$ cat src/hdl/vn_pkg.sv
// Shared types and constants for the vector normalization pipeline.
`default_nettype none
package vn_pkg;

   localparam int COMP_W   = 16;
   localparam int LANES    = 4;
   localparam int SQ_W     = 31;
   localparam int SUM_W    = 33;
   localparam int RAD_W    = 49;
   localparam int ACC_W    = 50;
   localparam int LEN_W    = 25;
   localparam int QUO_W    = 15;
   localparam int REM_W    = 25;
   localparam int THR_W    = 33;
   localparam int CSR_AW   = 4;
   localparam int CSR_DW   = 64;

   localparam int SQRT_STG = 25;
   localparam int DIV_STG  = 16;

   // absolute stage numbers along the pipe
   localparam int ST_IN    = 0;
   localparam int ST_SQ    = 1;
   localparam int ST_SUM   = 2;
   localparam int ST_ROOT0 = 3;
   localparam int ST_DIV0  = ST_ROOT0 + SQRT_STG;
   localparam int ST_OUT   = ST_DIV0 + DIV_STG;
   localparam int NUM_STG  = ST_OUT + 1;

   localparam logic [CSR_AW-1:0] ADDR_MIN_SQ_LEN = 4'h0;
   localparam logic [QUO_W-1:0]  UNIT_MAX        = 15'h7fff;

   typedef struct packed {
      logic [2:0]         component_count;
      logic signed [15:0] comp_x;
      logic signed [15:0] comp_y;
      logic signed [15:0] comp_z;
      logic signed [15:0] comp_w;
   } req_type;

   typedef struct packed {
      logic signed [15:0] unit_x;
      logic signed [15:0] unit_y;
      logic signed [15:0] unit_z;
      logic signed [15:0] unit_w;
      logic [24:0]        length;
      logic               degenerate;
   } rsp_type;

   // what a divide lane hands to the output stage
   typedef struct packed {
      logic             neg;
      logic             sat;
      logic [QUO_W-1:0] quo;
   } div_res_type;

endpackage
`default_nettype wire

$ cat src/hdl/vn_div_lane.sv
// One component lane: pipelined restoring divide of |c|*2^23 by the length.
`default_nettype none
module vn_div_lane import vn_pkg::*; (
   input  wire logic               clock,
   input  wire logic [DIV_STG-1:0] en,
   input  wire logic [COMP_W-1:0]  comp,
   input  wire logic [LEN_W-1:0]   len,
   output div_res_type             res
);

   logic [REM_W-1:0] rem_ff [DIV_STG];
   logic [LEN_W-1:0] len_ff [DIV_STG];
   logic [QUO_W-1:0] quo_ff [DIV_STG];
   logic             neg_ff [DIV_STG];
   logic             sat_ff [DIV_STG];
   logic [COMP_W-1:0] mag;

   assign mag = comp[COMP_W-1] ? COMP_W'(-comp) : comp;

   // quotient reaches 2^15 exactly when |c|*2^8 >= len
   always_ff @(posedge clock) begin
      if (en[0]) begin
         neg_ff[0] <= comp[COMP_W-1];
         sat_ff[0] <= {1'b0, mag, 8'b0} >= REM_W'(len);
         rem_ff[0] <= {1'b0, mag, 8'b0};
         len_ff[0] <= len;
         quo_ff[0] <= '0;
      end
   end

   for (genvar j = 1; j < DIV_STG; j++) begin : g_stg
      logic [REM_W:0] shifted;
      logic           ge;

      assign shifted = {rem_ff[j-1], 1'b0};
      assign ge      = shifted >= {1'b0, len_ff[j-1]};

      always_ff @(posedge clock) begin
         if (en[j]) begin
            rem_ff[j] <= ge ? REM_W'(shifted - {1'b0, len_ff[j-1]}) : shifted[REM_W-1:0];
            quo_ff[j] <= {quo_ff[j-1][QUO_W-2:0], ge};
            len_ff[j] <= len_ff[j-1];
            neg_ff[j] <= neg_ff[j-1];
            sat_ff[j] <= sat_ff[j-1];
         end
      end
   end

   assign res.neg = neg_ff[DIV_STG-1];
   assign res.sat = sat_ff[DIV_STG-1];
   assign res.quo = quo_ff[DIV_STG-1];

endmodule
`default_nettype wire

$ cat config.mk
export PLATFORM = sky130hd
export DESIGN_NAME = vn_div_lane
export DESIGN_NICKNAME = d
export VERILOG_FILES = /design/src/hdl/vn_pkg.sv /design/src/hdl/vn_div_lane.sv
export SDC_FILE = /design/constraint.sdc
export NUM_CORES = 2
export LEC_CHECK = 0
export BUFFER_PORTS_ARGS = -buffer_cell sky130_fd_sc_hd__buf_2
export CORE_ASPECT_RATIO = 0.7
export CORE_MARGIN = 5
export CORE_UTILIZATION = 25
export CTS_CLUSTER_DIAMETER = 80
export DETAILED_ROUTE_END_ITERATION = 7
export SLEW_MARGIN = 0
export SYNTH_ARGS = -nofsm -noshare
export SYNTH_HDL_FRONTEND = slang
export SYNTH_SLANG_ARGS = --single-unit
$ cat constraint.sdc
create_clock -name clock -period 4.4 [get_ports clock]
set_clock_uncertainty 0.1 [all_clocks]
set_input_delay 0.88 -clock clock [delete_from_list [all_inputs] [get_ports clock]]
set_output_delay 0.88 -clock clock [all_outputs]
set_load 0.05 [all_outputs]
# Word-level counts from Yosys, hierarchy flattened
# Memory sizes are Yosys's and may differ from the RTL's.
# Index checks and enable logic that the tools add are counted.
dict set report totals {
  n_memories 5
  ramBits 1072
  word_cells 85
  out_inout_bits 17
  input_bits 58
  ff_bits 0
}
# name depth width read_ports rd_ports_with_merged_regs wr line_no
set mem_list {}
lappend mem_list {len_ff 16 25 15 0 16 vn_div_lane.sv:12} ;# logic [LEN_W-1:0] len_ff [DIV_STG];
lappend mem_list {rem_ff 16 25 15 0 16 vn_div_lane.sv:11} ;# logic [REM_W-1:0] rem_ff [DIV_STG];
lappend mem_list {quo_ff 16 15 16 0 16 vn_div_lane.sv:13} ;# logic [QUO_W-1:0] quo_ff [DIV_STG];
lappend mem_list {neg_ff 16 1 16 0 16 vn_div_lane.sv:14} ;# logic neg_ff [DIV_STG];
lappend mem_list {sat_ff 16 1 16 0 16 vn_div_lane.sv:15} ;# logic sat_ff [DIV_STG];
dict set report op_classes {
  addsub 16
  muxes 48
  magnitude_cmp 16
}
# op n
set ops {}
lappend ops {{26-bit by 25-bit >= comparator with 1-bit output} 15}
lappend ops {{25-bit two-way mux} 15}
lappend ops {{25-bit subtractor} 15}
lappend ops {{1-bit two-way mux} 32}
lappend ops {{24-bit by 25-bit >= comparator with 1-bit output} 1}
lappend ops {{16-bit two-way mux} 1}
lappend ops {{16-bit negation} 1}

# Longest topological paths before layout
dict set report logic_depth {
  word_depth 3
  ltp_mapped 17
  depth_no_buf 17
}

# Least setup slack after synthesis
# No wires, ideal clock.
dict set report synth_timing {
  path_kind {register to register}
  start {memory rem_ff[7][1] (netlist: rem_ff[0][176])}
  end {memory rem_ff[8][13] (netlist: rem_ff[1][13]), data pin}
  setup_time_ns 0.260
  n_path_buf 0
  stages_incl_launch_ff 11
  t_required_ns 4.040
  arrival_time_ns 3.521
  slack_ns 0.519
  cell_sequence {edfxtp_1 -> ha_1 -> nor2b_1 -> o31a_1 -> o41a_1 -> o31ai_2 -> nor3_1 -> or4_1 -> a211o_1 -> a211oi_4 -> mux2_2}
}
# item line_no
set synth_rtl {}
lappend synth_rtl {{start, declared} vn_div_lane.sv:11}

==> flow_metrics.tcl <==
set metrics [dict create \
    core-area_sq_um 196000 \
    synth_xor_area_share_pct 5.22 \
    synth_top_area_cell "edfxtp_1" \
    routed_wl_um 104000 \
    pwr-share-seq_pct 36.6 \
    antennaDiodeCount 0 \
    die_w_um 540 \
    fmax_mhz 238 \
    crit_cells 12 \
    max_stage_delay_ps 580 \
    p_leak_nw 22.0 \
    gp_congestion 0.868 \
    drc_errors 0 \
    dieArea_sq_um 206000 \
    worst_r2r_path_depth 12 \
    synth-compound-area-share_pct 13.7 \
    synth_top_area_share_pct 54.5 \
    maxSlewHeadroom_pct 21.6 \
    status "completed" \
    initial_core_util_pct 25.1 \
    cp.arrival_ps 4510 \
    endpoint_kind "flop" \
    ys_seq_elements 893 \
    chipHeight_um 381 \
    io_buffer_count 74 \
    yosys-top-cells-count "893 x edfxtp_1, 467 x inv_1, 384 x a21oi_1" \
    peakVddDrop_mv 0.387 \
    hold_path.class "in -> reg" \
    vias_per_cell 4.46 \
    syn_nets 4800 \
    cts_tree "done" \
    swShare_pct 36.5 \
    clk-insertion-delay-late_ps 690 \
    syn_avg_cell_area_sq_um 11.3 \
    slowest_stage "or4_1" \
    p_switching_mw 13.7 \
    gr-total-overflow 0 \
    cts_buffers 89 \
    syn_area_sq_um 49200 \
    period_share_pct 95.3 \
    clkSlewWorstSetupHoldPaths_ps 60 \
    ant_nets 0 \
    synth-simple-area-share_pct 9.45 \
    hold_violations 0 \
    maxCapViolations 0 \
    final.setup.tns_ps 0 \
    dpl.hpwl_um 80400 \
    syn-instance-count 4346 \
    ys_types 77 \
    synth_top_family_by_area "compound AO/OA/AOI/OAI gates" \
    crit_fanout 37 \
    synth_ff_type "edfxtp_1" \
    grt_max_degree 54 \
    p_per_area_nw_per_um2 672 \
    synthAdderAreaFrac_pct 10.3 \
    synth_edf_count 893 \
    ys_seq_area_share_pct 54.5 \
    max-clock-path-buffers 3 \
    layout-drive-gt1-share_pct 8.50 \
    p_comb_share_pct 43.2 \
    rsz0062_at_grt "no" \
    post_cts_buffers 0 \
    slew_violations 0 \
    p_int_mw 23.8 \
    cts-root-buf "clkbuf_16" \
    path_class "reg -> reg" \
    synthTopCellsByArea "edfxtp_1 55%, ha_1 9.7%, a21oi_1 3.9%" \
    final_util_pct 28.4 \
    first_pass_iters 6 \
    htreeDepth 3 \
    nets 4922 \
    grt_usage_pct 9.96 \
    ctsResizeCount 0 \
    synth.area.mux_share_pct 2.35 \
    clkSinkCount 893 \
    layout_min_cycle_time_ps 4190 \
    cp.required_ps 4710 \
    startpoint_type "flop" \
    hold_depth 1 \
    ys_async_sr_fraction_pct 0 \
    boundaryPins 75 \
    finalSetupViolCount 0 \
    wire_per_inst_um 14.6 \
    worstMarginPinSlew_ps 1180 \
    grt_pass1_wl_um 171000 \
    grt_pass1_vias 31700 \
    antenna_found_initial 9 \
    path_buf_inv 2 \
    critPathTopFamily "compound AO/OA/AOI/OAI gates" \
    num_rows 136 \
    drt_first_iter_violations 2083 \
    synth_warnings 0 \
    postCtsHoldBufs 0 \
    clkPwrFrac_pct 20.2 \
    synth_most_common_cell "edfxtp_1" \
    area_growth_pct 13.4 \
    vias 31900 \
    path_cells "ha_1 -> nor2b_1 -> o31a_1 -> o41a_1 -> o31ai_2 -> nor3_1 -> or4_1 -> a211o_1 -> a211oi_4 -> buf_12 -> inv_2 -> mux2_1" \
]
## sequential cells by signal, indices dropped and copies added, names as in the netlist
| name | count |
|---|---|
| len_ff | 375 |
| rem_ff | 366 |
| quo_ff | 120 |
| neg_ff | 16 |
| sat_ff | 16 |
## cells in the final DEF, fill, tap and decap left out, drive strengths merged, types with 39 or more instances in the layout
cell / instances
nor3: 68
xor2: 135
o21a: 58
a21o: 119
o21ai: 302
nand2: 290
nor2b: 47
nand3: 65
inv: 472
ha: 383
nand4: 39
nand2b: 67
buf: 130
a21oi: 384
xnor2: 158
edfxtp: 893
clkbuf: 109
mux2: 99
nor2: 286
## metrics by stage
stage / std cells / power (mW) / cell area, sq um / hold WS (ps) / setup WS, ps
floorplan: 4346 / 25.7 / 49200 / 300 / 519
global placement: 6999 / 29.6 / 52900 / 303 / 291
detailed placement: 6999 / 29.9 / 52900 / 305 / 246
CTS: 7162 / 37.7 / 55800 / 238 / 227
global route: 7162 / 40.3 / 55800 / 244 / 29.9
finish: 7162 / 37.5 / 55800 / 305 / 206
## metal layers
| layer | GRT usage, % | wire length (um) |
|---|---|---|
| met1 | 14.1 | 51400 |
| met2 | 15.8 | 45900 |
| met3 | 1.77 | 4770 |
| met4 | 2.35 | 2310 |
| met5 | 0 | 0 |
## logic make-up after synthesis
group                    after synthesis
AO/OA/AOI/OAI                       1105
XOR/XNOR                             293
adder cells (fa/ha/maj)              396
buffers and inverters                568
flip-flops                           893
multiplexers                         103
AND/OR/NAND/NOR                      988
## final cells by class
type	count	area [sq um]
multi-input combinational	2885	20200
tap	2622	3280
timing repair buffer	130	853
sequential	893	26800
clock buffer	109	2320
clock inverter	54	553
fill	20100	140000
inverter	469	1760
## power by group through the flow
stage	Combinational [mW]	Clock [mW]	Sequential (mW)
after CTS	16.2	7.81	13.7
after detailed placement	16.0	0	13.9
after floorplan	12.5	0	13.2
after global placement	15.8	0	13.9
after global routing	18.2	8.19	13.9
final	16.2	7.56	13.7
## worst paths after layout
kind                  startpoint             to  slack (ps)
setup reg to reg  rem_ff[0][176]  rem_ff[1][21]         210
hold / removal           len[14]  len_ff[0][14]         300
hold reg to reg    quo_ff[1][17]  quo_ff[1][33]         310
setup / recovery  rem_ff[0][176]  rem_ff[1][21]         210
## worst reg2reg max path, delay by kind of cell, from the launching register on
family	cells	cell delay, ps
AOI/OAI and AO/OA	5	1620
DFF	1	390
muxes	1	320
and+or+nand+nor	3	850
adders and majority gates	1	370
buffers and inverters	2	300
Note: power is estimated with default switching activity, not from simulation.
