**src/hdl/vn_pkg.sv**
```systemverilog
// Shared types and constants for the vector normalization pipeline.
`default_nettype none
package vn_pkg;

   localparam int COMP_W   = 16;
   localparam int LANES    = 4;
   localparam int SQ_W     = 31;
   localparam int SUM_W    = 33;
   localparam int RAD_W    = 49;
   localparam int ACC_W    = 50;
   localparam int LEN_W    = 25;
   localparam int QUO_W    = 15;
   localparam int REM_W    = 25;
   localparam int THR_W    = 33;
   localparam int CSR_AW   = 4;
   localparam int CSR_DW   = 64;

   localparam int SQRT_STG = 25;
   localparam int DIV_STG  = 16;

   // absolute stage numbers along the pipe
   localparam int ST_IN    = 0;
   localparam int ST_SQ    = 1;
   localparam int ST_SUM   = 2;
   localparam int ST_ROOT0 = 3;
   localparam int ST_DIV0  = ST_ROOT0 + SQRT_STG;
   localparam int ST_OUT   = ST_DIV0 + DIV_STG;
   localparam int NUM_STG  = ST_OUT + 1;

   localparam logic [CSR_AW-1:0] ADDR_MIN_SQ_LEN = 4'h0;
   localparam logic [QUO_W-1:0]  UNIT_MAX        = 15'h7fff;

   typedef struct packed {
      logic [2:0]         component_count;
      logic signed [15:0] comp_x;
      logic signed [15:0] comp_y;
      logic signed [15:0] comp_z;
      logic signed [15:0] comp_w;
   } req_type;

   typedef struct packed {
      logic signed [15:0] unit_x;
      logic signed [15:0] unit_y;
      logic signed [15:0] unit_z;
      logic signed [15:0] unit_w;
      logic [24:0]        length;
      logic               degenerate;
   } rsp_type;

   // what a divide lane hands to the output stage
   typedef struct packed {
      logic             neg;
      logic             sat;
      logic [QUO_W-1:0] quo;
   } div_res_type;

endpackage
`default_nettype wire

```
**src/hdl/vn_sqrt.sv**
```systemverilog
// Pipelined integer square root, one result bit per stage.
`default_nettype none
module vn_sqrt import vn_pkg::*; (
   input  wire logic                clock,
   input  wire logic [SQRT_STG-1:0] en,
   input  wire logic [RAD_W-1:0]    rad,
   output logic      [LEN_W-1:0]    root
);

   logic [RAD_W-1:0] rem_ff [SQRT_STG];
   logic [ACC_W-1:0] acc_ff [SQRT_STG];

   for (genvar k = 0; k < SQRT_STG; k++) begin : g_stg
      localparam logic [ACC_W-1:0] BIT_VAL = ACC_W'(1) << (2 * (SQRT_STG - 1 - k));
      logic [RAD_W-1:0] rem_prev;
      logic [ACC_W-1:0] acc_prev;
      logic [ACC_W-1:0] trial;

      if (k == 0) begin : g_first
         assign rem_prev = rad;
         assign acc_prev = '0;
      end else begin : g_rest
         assign rem_prev = rem_ff[k-1];
         assign acc_prev = acc_ff[k-1];
      end

      assign trial = acc_prev + BIT_VAL;

      always_ff @(posedge clock) begin
         if (en[k]) begin
            if ({1'b0, rem_prev} >= trial) begin
               rem_ff[k] <= rem_prev - trial[RAD_W-1:0];
               acc_ff[k] <= (acc_prev >> 1) + BIT_VAL;
            end else begin
               rem_ff[k] <= rem_prev;
               acc_ff[k] <= acc_prev >> 1;
            end
         end
      end
   end

   assign root = acc_ff[SQRT_STG-1][LEN_W-1:0];

endmodule
`default_nettype wire

```
**config.mk**
```make
export PLATFORM = sky130hd
export DESIGN_NAME = vn_sqrt
export DESIGN_NICKNAME = d
export VERILOG_FILES = /design/src/hdl/vn_pkg.sv /design/src/hdl/vn_sqrt.sv
export SDC_FILE = /design/constraint.sdc
export NUM_CORES = 2
export LEC_CHECK = 0
export BUFFER_PORTS_ARGS = -buffer_cell sky130_fd_sc_hd__buf_2
export CORE_MARGIN = 5
export CORE_UTILIZATION = 50
export DETAILED_ROUTE_END_ITERATION = 8
export PLACE_DENSITY = 0.75
export SLEW_MARGIN = 10
export SYNTH_ARGS = -nofsm -noshare
export SYNTH_HDL_FRONTEND = slang
export SYNTH_SLANG_ARGS = --single-unit
export TNS_END_PERCENT = 1
```
**constraint.sdc**
```tcl
create_clock -name clock -period 7.59 [get_ports clock]
set_clock_uncertainty 0.1 [all_clocks]
set_input_delay 0.3795 -clock clock [delete_from_list [all_inputs] [get_ports clock]]
set_output_delay 0.3795 -clock clock [all_outputs]
set_load 0.01 [all_outputs]
```
After elaboration in Yosys (flattened, before gate mapping)

Memories as Yosys holds them, arrays and structs flattened.
Cells that the tools add are included.
W data, S select, Z words.

Add/subtract/negate cells: 73
$lt $le $gt $ge: 25
Muxes and demuxes: 200
Bitwise gates (word level): 50

Operators with widths:

| kind                     | number |
|---|---|
| $mux W50                 | 25 |
| $mux W49                 | 25 |
| $ge A49 B50 Y1           | 24 |
| $sub A49 B49 Y49         | 24 |
| $mux W1                  | 150 |
| $add A49 B1 Y50 const B  | 1 |
| $add A49 B11 Y50 const B | 1 |
| $add A49 B13 Y50 const B | 1 |
| $add A49 B15 Y50 const B | 1 |
| $add A49 B17 Y50 const B | 1 |
| $add A49 B19 Y50 const B | 1 |
| $add A49 B21 Y50 const B | 1 |
| $add A49 B23 Y50 const B | 1 |
| $add A49 B25 Y50 const B | 1 |
| $add A49 B27 Y50 const B | 1 |
| $add A49 B29 Y50 const B | 1 |
| $add A49 B3 Y50 const B  | 1 |
| $add A49 B31 Y50 const B | 1 |
| $add A49 B33 Y50 const B | 1 |
| $add A49 B35 Y50 const B | 1 |
| $add A49 B37 Y50 const B | 1 |
| $add A49 B39 Y50 const B | 1 |
| $add A49 B41 Y50 const B | 1 |
| $add A49 B43 Y50 const B | 1 |
| other kinds (32)         | 81 |

Bits in registers: 0
Bits in writable memories: 2475
Input bits: 75
Output and inout port bits: 25
Word-level logic and storage cells: 350
Memories: 2

Memory list:

| memory | words | bits a word | rd ports | clocked after memory_dff | write ports | line          | RTL |
|---|---|---|---|---|---|---|---|
| acc_ff | 25    | 50          | 25       | 0                        | 25          | vn_sqrt.sv:11 | `logic [ACC_W-1:0] acc_ff [SQRT_STG];` |
| rem_ff | 25    | 49          | 24       | 0                        | 25          | vn_sqrt.sv:10 | `logic [RAD_W-1:0] rem_ff [SQRT_STG];` |

Longest topological paths before layout

An unclocked memory read counts as a cell.

Depth after elaboration: 7
Gate-level depth with buffers: 16
Gate-level depth less buffers: 13

Least setup slack after synthesis

Ideal clock, no wire load.

Kind: register to register
Start point: memory rem_ff[8][33], in the netlist rem_ff[1][33]
End point: memory rem_ff[9][36], in the netlist rem_ff[1][85] (data pin)
Data arrival time: 3.038 ns
Required time: 7.230 ns
Setup slack: 4.192 ns
Cell stages (with the launch flop): 12
Path buffers: 2
Period minus slack after synthesis: 3.398 ns
Cell sequence: edfxtp_1 > ha_1 > a21o_1 > a21o_1 > a2111oi_0 > nor3b_1 > o21a_1 > o21a_1 > and3b_1 > clkbuf_1 > clkbuf_1 > mux2_2

RTL lines:

| what            | line |
|---|---|
| start, declared | vn_sqrt.sv:10 |

==> flow_summary.ini <==
[power]
ir_drop_uv = 215
powerDensity_nw_per_um2 = 287
pwr-share-clk_pct = 32.5
p_seq_share_pct = 49.3
p_sw_mw = 6.59
swShare_pct = 28.8
power_frac_comb_pct = 18.2
p_int_mw = 16.3
p_leak_nw = 29.8

[sta]
finalCriticalPeriod_ns = 4.42
finalCritPeriodShare_pct = 58.3
worstMarginPinSlew_ns = 1.21
max_slew_margin_pct = 19.5
tns_ns = 0
clock.fmax_ghz = 0.226
report.final.slew_viol_count = 0
rsz0062_at_grt = false
timing_hold_violations_final = 0
setup_viol = 0

[placement]
place_inst = 7596
place_congestion = 0.933
io_buffers = 99
hpwl_um = 117000

[logic_synthesis]
synth_cell_types = 85
synth_area_leaders = edfxtp_1 (63%), ha_1 (6.0%), xor2_1 (3.1%)
synth_cells = 5702
synth_edf_count = 1501
synth_area_um2 = 71800
async_flop_share_pct = 0
synth_warnings = 0
syn-num-nets = 6124
synth_top_area_share_pct = 62.8
yosysTopAreaCell = edfxtp_1
ys_seq_elements = 1501
synth.avg_cell_area_um2 = 12.6
seq_area_frac_synth_pct = 62.8
ys.flop_type = edfxtp_1

[cts]
cts_tree = yes
htree_num_levels = 4
insertion_delay_ns = 0.82
numCtsBuffers = 154
path_clk_slew_ns = 0.06
cts_buffer_depth = 3
cts_root_buf = clkbuf_16
clock_sinks = 1501

[worst_setup_path]
endpoint_kind = flip-flop
crit_required_ns = 8.05
reg2reg_slack_ns = 3.17
crit_path_max_fanout = 11
cp_data_arrival_time_ns = 4.88
startpoint_type = flip-flop
path_class = reg -> reg

[final_layout]
instances_no_fill = 7929
syn2layout_area_growth_pct = 11.4
fin_nets = 6323
drive_gt1_share_pct = 7.22

[route]
via_per_inst = 5.73
vias = 45394
drt_first_pass_iters = 6
wl_per_cell_um = 19.9
drc = 0
drt_iter0_drc = 3775
ant_nets = 0
wirelength_um = 158000

[status]
status = finished, final reports clean

[global_routing]
grt_max_degree = 74
grt_pass1_vias = 45257
grt.overflow.total = 0
grt_pass1_wl_um = 248000
antenna_found_initial = 1
track_usage_pct = 20.6

[die]
row_count = 139
dieArea_um2 = 151000
coreArea_um2 = 143000
initial_core_util_pct = 50.1
fp.dieH_um = 389
die_x_um = 389
boundaryPins = 100

[run]
max_cap_violations = 0

[min_path]
min_path_type = in -> reg
-- layer usage --
metal | global-route usage, % | share of wire, %
met2 | 37.0 | 52
met5 | 0 | 0
met3 | 3.21 | 5.0
met1 | 24.6 | 39
met4 | 9.00 | 4.3
-- final timing paths --
kind,to,cells past startpoint,startpoint
worst max-delay path,rem_ff[2][380],12,rem_ff[2][298]
worst min-delay path,rem_ff[0][152],2,en[3]
worst max register to register,rem_ff[2][380],12,rem_ff[2][298]
worst min register to register,acc_ff[1][270],0,acc_ff[1][221]
-- worst max-delay path: stages, from the launching register on --
cell and delay, ns:
edfxtp_1 0.41, ha_1 0.41, nand2b_1 0.11, a211o_1 0.28, a31oi_1 0.36, a41oi_1 0.33, nor3_1 0.51, nor2b_1 0.30
inv_2 0.24, nand3_1 0.10, o21ai_1 0.63, nand4_1 0.20, xnor2_1 0.17
-- power groups by stage --
| stage | Clock (mW) | Combinational (mW) | Sequential (mW) |
|---|---|---|---|
| final | 7.44 | 4.18 | 11.3 |
| after detailed placement | 0 | 4.10 | 11.4 |
| after floorplan | 0 | 3.18 | 11.1 |
| after global routing | 7.94 | 4.65 | 11.4 |
| after CTS | 7.56 | 4.15 | 11.3 |
| after global placement | 0 | 4.01 | 11.4 |
-- timing repair --
item                      in CTS  in global routing
gates resized for setup        0                  0
buffers inserted               0                  0
hold buffers                  52                  0
hold endpoints to repair      88                  0
-- area by class of cell --
class	count	area [µm²]
repair buffers	184	1260
well taps	1903	2380
multi-input cells	3640	24500
clock inverters	103	1150
diodes	1	2.50
inverters	420	1580
fillers	11215	63200
flip-flops and latches	1501	45100
clock buffers	177	3940
-- stage by stage --
stage | utilization [%] | hold WS, ns | power (mW) | setup WS [ns] | area, µm²
after CTS | 55.8 | 0.0449 | 23.0 | 3.17 | 79900
after global placement | 51.9 | 0.324 | 15.4 | 3.26 | 74300
after global routing | 55.8 | 0.104 | 24.0 | 2.79 | 79900
after detailed placement | 51.9 | 0.331 | 15.5 | 3.19 | 74300
after floorplan | - | 0.317 | 14.2 | 4.19 | 71800
final | 55.8 | 0.118 | 22.9 | 3.17 | 79900
-- flip-flops by register name (all words and copies together), names as in the netlist --
register / count
rem_ff: 1176
acc_ff: 325
-- logic make-up (layout without fill, tap and decap cells) --
group	count (synthesis)	in the layout	synth area share [%]
flip-flops	1501	1501	62.8
multiplexers	41	41	0.619
XOR/XNOR	499	499	6.09
AND/OR/NAND/NOR	1718	1718	12.4
adder cells (fa/ha/maj)	347	347	6.06
buffers and inverters	561	884	3.09
other	0	1	0
AO/OA/AOI/OAI	1035	1035	8.91
-- cells in the final DEF, fill, tap and decap left out, types with 26 or more instances in the layout --
master         count
o21bai_1          29
nor4_1           196
xor2_1           251
buf_4             33
inv_1            418
or3_1             59
nand4_1           78
nand2b_1          70
a21oi_1          278
or4_1             36
nor3_1           168
nand3_1           84
xnor2_1          248
buf_2             99
nor4b_1           42
o21ai_0          324
a211oi_1          26
mux2_2            27
a21o_1           112
nand3b_1          30
and2_1            27
dlygate4sd3_1     52
clkinv_2          29
o21a_1            65
nor2b_1           44
o211ai_1          29
ha_1             346
clkbuf_16        154
edfxtp_1        1501
clkinv_1          35
nand2_1          435
nor2_1           332
-- synth_stat cells (8+ instances only) --
master / count
and4_1: 11
a211o_1: 8
nor4b_1: 43
nand2b_1: 70
a211oi_1: 27
and2_1: 27
o21bai_1: 29
or3_1: 59
o311ai_0: 8
and3_1: 20
xnor2_1: 248
a21oi_1: 278
o31ai_1: 17
nor2_1: 333
or4_1: 36
a221oi_1: 9
o211ai_1: 29
o21ai_0: 324
buf_4: 27
clkbuf_1: 103
a21boi_0: 13
and4b_1: 11
nor4_1: 197
nand3b_1: 30
nand3_1: 84
mux2i_1: 14
edfxtp_1: 1501
a21o_1: 112
a31oi_1: 22
nand4_1: 78
xor2_1: 251
nor3_1: 169
or2_2: 19
a2111oi_0: 11
nand4b_1: 23
buf_2: 8
nor3b_1: 10
inv_1: 418
mux2_2: 27
nor2b_1: 44
ha_1: 346
nand2_1: 435
o21a_1: 65
o21ai_1: 12
Power figures use the tool's default switching activity.
